===== src/rtl/pic_pkg.sv =====
// Package with shared types and constants for the platform interrupt controller.
package pic_pkg;

    // Request type codes.
    typedef enum logic [1:0] {
        REQ_READ   = 2'd0,
        REQ_WRITE  = 2'd1,
        REQ_LEVEL  = 2'd2,
        REQ_UNUSED = 2'd3
    } req_type_t;

    // Register window offsets.
    localparam logic [21:0] OFS_PRIORITY  = 22'h000000;
    localparam logic [21:0] OFS_PENDING   = 22'h001000;
    localparam logic [21:0] OFS_ENABLE    = 22'h002000;
    localparam logic [21:0] OFS_THRESHOLD = 22'h200000;
    localparam logic [21:0] OFS_CLAIM     = 22'h200004;

    // Controller states.
    typedef enum logic [1:0] {
        ST_IDLE,
        ST_EXEC,
        ST_EVAL,
        ST_OUT
    } pic_state_t;

    // Commands from the controller to the datapath.
    typedef struct packed {
        logic capture;
        logic execute;
        logic evaluate;
    } pic_cmd_t;

endpackage


===== src/rtl/platform_interrupt_controller_core.sv =====
// The controller sequences capture, execute and claim evaluation one item at a
// time: a transfer is captured, executed and evaluated in order, then the result
// is offered until taken; no new transfer is accepted before that, so an output
// stall holds the input.
// Reset: asynchronous active-low rst_n clears priorities, enables, pending,
// in-service, levels and threshold.
module platform_interrupt_controller_core #(
    parameter int NUM_LINES     = 32,
    parameter int PRIORITY_BITS = 3
) (
    input  logic        clk,
    input  logic        rst_n,
    input  logic        in_valid,
    output logic        in_ready,
    input  logic [1:0]  req_type,
    input  logic [21:0] reg_offset,
    input  logic [31:0] write_data,
    input  logic [4:0]  source_line,
    input  logic        source_level,
    output logic        out_valid,
    input  logic        out_ready,
    output logic [31:0] read_data,
    output logic        irq_to_hart
);
    import pic_pkg::*;

    pic_cmd_t cmd;

    // Sequencer.
    pic_ctrl u_ctrl (
        .clk       (clk),
        .rst_n     (rst_n),
        .valid     (in_valid),
        .ready     (in_ready),
        .out_valid (out_valid),
        .out_ready (out_ready),
        .cmd       (cmd)
    );

    // Register file and claim logic.
    pic_dp #(
        .NUM_LINES     (NUM_LINES),
        .PRIORITY_BITS (PRIORITY_BITS)
    ) u_dp (
        .clk          (clk),
        .rst_n        (rst_n),
        .cmd          (cmd),
        .req_type     (req_type),
        .reg_offset   (reg_offset),
        .write_data   (write_data),
        .source_line  (source_line),
        .source_level (source_level),
        .read_data    (read_data),
        .irq_to_hart  (irq_to_hart)
    );
endmodule


===== src/rtl/pic_ctrl.sv =====
// Controller state machine that sequences one transfer through the datapath.
module pic_ctrl (
    input  logic              clk,
    input  logic              rst_n,
    input  logic              valid,
    output logic              ready,
    output logic              out_valid,
    input  logic              out_ready,
    output pic_pkg::pic_cmd_t cmd
);
    import pic_pkg::*;

    pic_state_t state_reg;
    pic_state_t state_next;

    // State register.
    always_ff @(posedge clk or negedge rst_n)
    begin
        if (!rst_n)
            state_reg <= ST_IDLE;
        else
            state_reg <= state_next;
    end

    // Next state.
    always_comb
    begin
        state_next = state_reg;
        unique case (state_reg)
            ST_IDLE: if (valid) state_next = ST_EXEC;
            ST_EXEC: state_next = ST_EVAL;
            ST_EVAL: state_next = ST_OUT;
            ST_OUT:  if (out_ready) state_next = ST_IDLE;
            default: state_next = ST_IDLE;
        endcase
    end

    // Outputs.
    always_comb
    begin
        ready        = (state_reg == ST_IDLE);
        out_valid    = (state_reg == ST_OUT);
        cmd.capture  = (state_reg == ST_IDLE) && valid;
        cmd.execute  = (state_reg == ST_EXEC);
        cmd.evaluate = (state_reg == ST_EVAL);
    end

    // Output valid is only raised after evaluation.
    assert property (@(posedge clk) disable iff (!rst_n)
        $rose(out_valid) |-> $past(cmd.evaluate))
        else $error("result shown without evaluation");
    // A capture leads to execution next cycle.
    assert property (@(posedge clk) disable iff (!rst_n)
        cmd.capture |=> cmd.execute)
        else $error("capture not followed by execute");
    // Never accept while a result is pending.
    assert property (@(posedge clk) disable iff (!rst_n)
        !(ready && out_valid))
        else $error("ready during output");
endmodule


===== src/rtl/pic_dp.sv =====
// Datapath holding the controller state, register decode and claim selection.
module pic_dp #(
    parameter int NUM_LINES     = 32,
    parameter int PRIORITY_BITS = 3
) (
    input  logic              clk,
    input  logic              rst_n,
    input  pic_pkg::pic_cmd_t cmd,
    input  logic [1:0]        req_type,
    input  logic [21:0]       reg_offset,
    input  logic [31:0]       write_data,
    input  logic [4:0]        source_line,
    input  logic              source_level,
    output logic [31:0]       read_data,
    output logic              irq_to_hart
);
    import pic_pkg::*;

    localparam int WORDS = (NUM_LINES + 31) / 32;
    localparam int NW    = WORDS * 32;
    localparam int LB    = $clog2(NW);
    localparam int WB    = (WORDS > 1) ? $clog2(WORDS) : 1;
    localparam int TN    = 2 ** LB;

    // Captured request.
    logic [1:0]  type_reg;
    logic [21:0] ofs_reg;
    logic [31:0] data_reg;
    logic [4:0]  line_reg;
    logic        level_reg;

    // Controller state.
    logic [PRIORITY_BITS-1:0] prio_reg [NUM_LINES];
    logic [NW-1:0]            en_reg;
    logic [NW-1:0]            pend_reg;
    logic [NW-1:0]            isv_reg;
    logic [NW-1:0]            lvl_reg;
    logic [PRIORITY_BITS-1:0] thr_reg;
    logic [LB-1:0]            best_reg;
    logic [31:0]              rd_reg;
    logic                     irq_reg;

    // Claim selection: a binary compare tree over the lines. Leaves sit at
    // TN + line; each node keeps its left child unless the right child is
    // strictly higher, so ties go to the lowest line.
    logic [LB-1:0]            best;
    logic                     node_v [1:2*TN-1];
    logic [PRIORITY_BITS-1:0] node_p [1:2*TN-1];
    logic [LB-1:0]            node_n [1:2*TN-1];
    always_comb
    begin
        for (int i = 0; i < TN; i++)
        begin
            node_n[TN+i] = LB'(i);
            if (i >= 1 && i < NUM_LINES)
            begin
                node_v[TN+i] = pend_reg[i] && en_reg[i] && (prio_reg[i] > thr_reg);
                node_p[TN+i] = prio_reg[i];
            end
            else
            begin
                node_v[TN+i] = 1'b0;
                node_p[TN+i] = '0;
            end
        end
        for (int k = TN - 1; k >= 1; k--)
        begin
            if (node_v[2*k+1] && (!node_v[2*k] || node_p[2*k+1] > node_p[2*k]))
            begin
                node_v[k] = node_v[2*k+1];
                node_p[k] = node_p[2*k+1];
                node_n[k] = node_n[2*k+1];
            end
            else
            begin
                node_v[k] = node_v[2*k];
                node_p[k] = node_p[2*k];
                node_n[k] = node_n[2*k];
            end
        end
        best = node_v[1] ? node_n[1] : '0;
    end

    // Decode of the captured offset.
    logic          aligned;
    logic          hit_prio, hit_pend, hit_en, hit_thr, hit_claim;
    logic [19:0]   idx;
    logic [WB-1:0] widx;
    logic [19:0]   pidx, eidx;
    always_comb
    begin
        aligned   = (ofs_reg[1:0] == 2'b00);
        idx       = ofs_reg[21:2];
        pidx      = idx - OFS_PENDING[21:2];
        eidx      = idx - OFS_ENABLE[21:2];
        hit_prio  = aligned && ({10'd0, ofs_reg} < 32'(4 * NUM_LINES));
        hit_pend  = aligned && ofs_reg >= OFS_PENDING
                    && {10'd0, ofs_reg} < 32'(OFS_PENDING) + 32'(4 * WORDS);
        hit_en    = aligned && ofs_reg >= OFS_ENABLE
                    && {10'd0, ofs_reg} < 32'(OFS_ENABLE) + 32'(4 * WORDS);
        hit_thr   = aligned && ofs_reg == OFS_THRESHOLD;
        hit_claim = aligned && ofs_reg == OFS_CLAIM;
        widx      = hit_pend ? WB'(pidx) : WB'(eidx);
    end

    logic [NW-1:0] valid_mask;
    always_comb
    begin
        valid_mask = '0;
        for (int n = 1; n < NUM_LINES; n++)
            valid_mask[n] = 1'b1;
    end

    logic        cl_ok;
    logic [LB-1:0] cl_line;
    assign cl_line = LB'(data_reg);
    assign cl_ok   = data_reg != 0 && data_reg < 32'(NUM_LINES)
                     && isv_reg[cl_line] && en_reg[cl_line];

    logic [LB-1:0] sl;
    assign sl = LB'(line_reg);

    // Capture stage.
    always_ff @(posedge clk)
    begin
        if (cmd.capture)
        begin
            type_reg  <= req_type;
            ofs_reg   <= reg_offset;
            data_reg  <= write_data;
            line_reg  <= source_line;
            level_reg <= source_level;
        end
    end

    // Execute and evaluate stages.
    always_ff @(posedge clk or negedge rst_n)
    begin
        if (!rst_n)
        begin
            for (int n = 0; n < NUM_LINES; n++)
                prio_reg[n] <= '0;
            en_reg   <= '0;
            pend_reg <= '0;
            isv_reg  <= '0;
            lvl_reg  <= '0;
            thr_reg  <= '0;
            best_reg <= '0;
            rd_reg   <= '0;
            irq_reg  <= 1'b0;
        end
        else if (cmd.execute)
        begin
            unique case (req_type_t'(type_reg))
                REQ_READ:
                begin
                    priority if (hit_prio)
                        rd_reg <= 32'(prio_reg[LB'(idx)]);
                    else if (hit_pend)
                        rd_reg <= pend_reg[widx*32 +: 32];
                    else if (hit_en)
                        rd_reg <= en_reg[widx*32 +: 32];
                    else if (hit_thr)
                        rd_reg <= 32'(thr_reg);
                    else if (hit_claim)
                    begin
                        rd_reg <= 32'(best);
                        if (best != '0)
                        begin
                            pend_reg[best] <= 1'b0;
                            isv_reg[best]  <= 1'b1;
                        end
                    end
                    else
                        rd_reg <= '0;
                end
                REQ_WRITE:
                begin
                    rd_reg <= '0;
                    priority if (hit_prio)
                    begin
                        if (idx != 0)
                            prio_reg[LB'(idx)] <= data_reg[PRIORITY_BITS-1:0];
                    end
                    else if (hit_en)
                        en_reg[widx*32 +: 32] <= data_reg & valid_mask[widx*32 +: 32];
                    else if (hit_thr)
                        thr_reg <= data_reg[PRIORITY_BITS-1:0];
                    else if (hit_claim && cl_ok)
                    begin
                        isv_reg[cl_line] <= 1'b0;
                        if (lvl_reg[cl_line] && !pend_reg[cl_line])
                            pend_reg[cl_line] <= 1'b1;
                    end
                    else
                    begin
                        // Unmapped, misaligned, pending and rejected complete writes do nothing.
                    end
                end
                REQ_LEVEL:
                begin
                    rd_reg <= '0;
                    if (line_reg != 0 && 32'(line_reg) < 32'(NUM_LINES))
                    begin
                        lvl_reg[sl] <= level_reg;
                        if (level_reg && !pend_reg[sl] && !isv_reg[sl])
                            pend_reg[sl] <= 1'b1;
                    end
                end
                default: rd_reg <= '0;
            endcase
        end
        else if (cmd.evaluate)
        begin
            best_reg <= best;
            irq_reg  <= (best != '0);
        end
    end

    assign read_data   = rd_reg;
    assign irq_to_hart = irq_reg;

    // Line 0 never becomes pending, enabled or in service.
    assert property (@(posedge clk) disable iff (!rst_n)
        !pend_reg[0] && !en_reg[0] && !isv_reg[0])
        else $error("reserved line state set");
    // A line is never pending and in service at once.
    assert property (@(posedge clk) disable iff (!rst_n)
        (pend_reg & isv_reg) == '0)
        else $error("line pending while in service");
    // The interrupt request agrees with the selected line.
    assert property (@(posedge clk) disable iff (!rst_n)
        $past(cmd.evaluate) |-> irq_reg == (best_reg != '0))
        else $error("irq mismatch");
endmodule

===== config.mk =====
export PLATFORM = sky130hd
export DESIGN_NAME = platform_interrupt_controller_core
export DESIGN_NICKNAME = d
export VERILOG_FILES = /design/src/rtl/pic_pkg.sv /design/src/rtl/platform_interrupt_controller_core.sv /design/src/rtl/pic_ctrl.sv /design/src/rtl/pic_dp.sv
export SDC_FILE = /design/constraint.sdc
export NUM_CORES = 1
export LEC_CHECK = 0
export BUFFER_PORTS_ARGS = -buffer_cell sky130_fd_sc_hd__buf_2
export CORE_ASPECT_RATIO = 1.2
export CORE_MARGIN = 1.5
export CORE_UTILIZATION = 41
export CTS_CLUSTER_DIAMETER = 30
export DETAILED_ROUTE_END_ITERATION = 7
export MAX_ROUTING_LAYER = met4
export SKIP_LAST_GASP = 1
export SLEW_MARGIN = 5
export SYNTH_ARGS = -nofsm -noshare
export SYNTH_HDL_FRONTEND = slang
export SYNTH_SLANG_ARGS = --single-unit

===== constraint.sdc =====
create_clock -name clk -period 12.76 [get_ports clk]
set_clock_uncertainty 0.15 [all_clocks]
set_input_delay 1.914 -clock clk [delete_from_list [all_inputs] [get_ports clk]]
set_output_delay 1.914 -clock clk [all_outputs]
set_load 0.05 [all_outputs]

==> flow_summary.json <==
{
  "status": "complete, no violations",
  "slowest_delay_ns": 0.69,
  "clockBufferDepth": 3,
  "core_utilization_of_the_finished_layout_pct": 48.7,
  "layout.cells.most_common": "dfrtp_1",
  "grt_pass1_vias": 19200,
  "dpl.hpwl_mm": 56.8,
  "post_synth_net_total": 2464,
  "largest_reg_flops": 93,
  "critPathKind": "flop to flop",
  "flop_pwr_share_pct": 33.4,
  "die_y_um": 255,
  "most_frequent_cells_in_the_layout": "dfrtp_1, o21ai_0, ha_1",
  "ys_async_sr_fraction_pct": 80.8,
  "cts-buffers-inserted": 74,
  "hp-start": "u_dp.isv_reg[0]$_DFFE_PN0P_",
  "dr.max_layer_used": "met4",
  "power-per-cell-area_nw_per_um2": 141,
  "worst_r2r_path_depth": 40,
  "internal-power_uw": 2580,
  "initial_core_utilization_pct": 41.4,
  "share_of_final_layout_standard_cells_stronger_than_drive_strength_1_pct": 18.5,
  "ys_seq_elements": 323,
  "detailroute.wirelength.met3_mm": 5.42,
  "worst_setup_path_start_kind": "flop",
  "ctsHtreeMaxLevel": 3,
  "report.final.slew_viol_count": 0,
  "relSlewSlack_pct": 25.7,
  "m1WireLength_mm": 31.6,
  "fp.dieW_um": 213,
  "power.share.switching_pct": 28.2,
  "post-cts-setup-buffer-count": 0,
  "number_of_hold_buffers_added_after_cts": 0,
  "cap_violations": 0,
  "syn-mean-instance-area_um2": 9.76,
  "synth_edf_count": 62,
  "setup.worst_path.start": "u_dp.thr_reg[1]$_DFFE_PN0P_",
  "yosys_most_used_dff": "dfrtp_1",
  "finalSetupTns_ns": 0,
  "timing.critical_path.to_type": "flop",
  "hp-class": "flop to flop",
  "vias": 19100,
  "port-buffer-count": 100,
  "clkPwrFrac_pct": 54.7,
  "cell_count_of_the_worst_hold_path": 0,
  "drt_pre_antenna_iters": 5,
  "combinationalPowerShare_pct": 11.9,
  "power_switching_uw": 1010,
  "cp_max_fo": 14,
  "clock_tree.root_cell": "clkbuf_16",
  "numClockSinks": 323,
  "finalNetCount": 2569,
  "worst-slew-pin-transition_ns": 1.12,
  "netlist-cell-type-count": 88,
  "syn-cell-area_um2": 21600,
  "cts-resized-gates": 0,
  "required_ns": 13.08,
  "clkTransAtPathRegs_ns": 0.04,
  "grt_overflow": 0,
  "route.met2.wl_mm": 36.6,
  "synth-warning-count": 0,
  "post-route-min-period_ns": 11.32,
  "drtIter0Drc": 1805,
  "final_wirelength_mm": 78.3,
  "postSynthCellCount": 2215,
  "clock_tree_from_tritoncts": "done",
  "remaining_drc_errors": 0,
  "boundaryPins": 101,
  "hold_slack_ns": 0.218,
  "worst_path_max_delay_cell": "o2111ai_1",
  "beginning_of_the_worst_register_to_register_path": "u_dp.thr_reg[1]$_DFFE_PN0P_",
  "grt_pass1_wl_mm": 119,
  "timing.critical_path.arrival_ns": 11.64,
  "groute.usage.overall_pct": 30.3,
  "grt_antenna_before_repair": 0,
  "placementRows": 92,
  "grt_setup_unrepaired": "no",
  "synth_sequential_area_ratio_pct": 38.8,
  "report.final.setup_viol": 0,
  "die_footprint_um2": 54100,
  "globalplace.congestion": 0.969,
  "max-vdd-ir-drop_mv": 0.129,
  "static-leakage-power_uw": 0.0111,
  "fmax_mhz": 88.4,
  "insertion_delay_of_the_later_clocked_pin_in_the_worst_skew_pair_ns": 0.61,
  "core_footprint_um2": 52300,
  "hold_viol_final": 0,
  "period_share_pct": 88.7,
  "drt-vias-per-instance": 6.19,
  "grt_start_max_net_pins": 121,
  "routed_wire_length_per_instance_um": 25.4,
  "antenna_left": 0,
  "area_growth_pct": 17.6,
  "critPathMostFrequentCell": "o21ai_0"
}
[synth_stat cells (8+ instances only)]
| cell type | n | area [um2] |
|---|---|---|
| dfrtp_1 | 261 | 6530 |
| o21ai_0 | 195 | 976 |
| ha_1 | 183 | 2290 |
| nand2_1 | 179 | 672 |
| inv_1 | 151 | 567 |
| nor2_1 | 131 | 492 |
| mux2_2 | 122 | 1370 |
| clkbuf_1 | 80 | 300 |
| nand3_1 | 72 | 360 |
| edfxtp_1 | 62 | 1860 |
| a21oi_1 | 61 | 305 |
| mux2i_1 | 58 | 581 |
| nor2b_1 | 56 | 350 |
| o211ai_1 | 40 | 300 |
| o22ai_1 | 38 | 238 |
| a22oi_1 | 36 | 270 |
| nor3_1 | 34 | 170 |
| o21a_1 | 30 | 225 |
| o2bb2ai_1 | 30 | 263 |
| mux4_2 | 29 | 653 |
| a31oi_1 | 24 | 150 |
| o21ai_1 | 21 | 105 |
| nand2b_1 | 18 | 113 |
| a211oi_1 | 15 | 113 |
| nand4_1 | 13 | 81.3 |
| nor4_1 | 13 | 81.3 |
| and2_1 | 12 | 75.1 |
| buf_2 | 12 | 60.1 |
| o2111ai_1 | 12 | 105 |
| a32oi_1 | 11 | 96.3 |
| and3_1 | 11 | 68.8 |
| nand3b_1 | 11 | 82.6 |
| o31ai_1 | 11 | 82.6 |
| o311ai_0 | 10 | 87.6 |
| or2_2 | 10 | 62.6 |
| o221ai_1 | 9 | 78.8 |
| o311a_1 | 9 | 90.1 |
| or3_1 | 9 | 56.3 |
| a21o_1 | 8 | 60.1 |
[cell type report]
| cell class | count | area (um2) |
|---|---|---|
| fillers | 4919 | 26800 |
| multi-input cells | 1641 | 12300 |
| flip-flops and latches | 323 | 8390 |
| clock buffers | 86 | 1960 |
| well taps | 705 | 882 |
| repair buffers | 128 | 721 |
| clock inverters | 49 | 628 |
| inverters | 152 | 571 |
| diodes | 3 | 7.51 |
[logic make-up after synthesis]
family                   count (synthesis)  share of synthesized area [%]
AO/OA/AOI/OAI                          643                           20.0
AND/OR/NAND/NOR                        602                           13.8
flip-flops                             323                           38.8
buffers and inverters                  251                           4.46
multiplexers                           209                           12.1
adder cells (fa/ha/maj)                187                           10.8
[through the flow]
stage | area, um2 | setup slack, ns | power [uW] | instances
2_1_floorplan | 21600 | 3.41 | 1450 | 2215
3_3_place_gp | 22800 | 1.71 | 1630 | 2949
3_5_place_dp | 22800 | 1.52 | 1640 | 2949
4_1_cts | 25400 | 1.51 | 3610 | 3084
5_1_grt | 25400 | 0.431 | 3700 | 3084
6_report | 25400 | 1.44 | 3590 | 3087
[final timing paths]
path / to / slack [ns]
max in group asynchronous: u_dp.pend_reg[23]$_DFFE_PN0P_ / 9.55
min in group asynchronous: u_ctrl.state_reg[1]$_DFFE_PN0P_ / 1.21
hold reg to reg: u_dp.isv_reg[0]$_DFFE_PN0P_ / 0.22
setup reg to reg: u_dp.pend_reg[31]$_DFFE_PN0P_ / 1.44
setup / recovery: u_dp.pend_reg[31]$_DFFE_PN0P_ / 1.44
hold / removal: u_dp.isv_reg[0]$_DFFE_PN0P_ / 0.22
[critical path: cells and delay by family (launching register included)]
| family | cells | cell delay [ns] |
|---|---|---|
| flops | 1 | 0.37 |
| mux | 1 | 0.34 |
| buf+inv | 4 | 0.92 |
| compound gates | 19 | 5.84 |
| fa+ha+maj | 5 | 1.61 |
| simple gates | 11 | 1.94 |
[power groups by stage]
stage / Clock [uW] / Combinational, uW / Sequential, uW
after floorplan: 0 / 272 / 1180
after global placement: 0 / 418 / 1210
after detailed placement: 0 / 423 / 1210
after CTS: 1990 / 424 / 1200
after global routing: 2040 / 455 / 1210
final: 1960 / 426 / 1200
[per-layer routing]
layer  track usage [%]  vias up
met1              37.0     9442
li1                  -     8560
met4              17.2        0
met3              5.11      248
met5                 -        -
met2              47.4      851
Power figures use the tool's default switching activity.
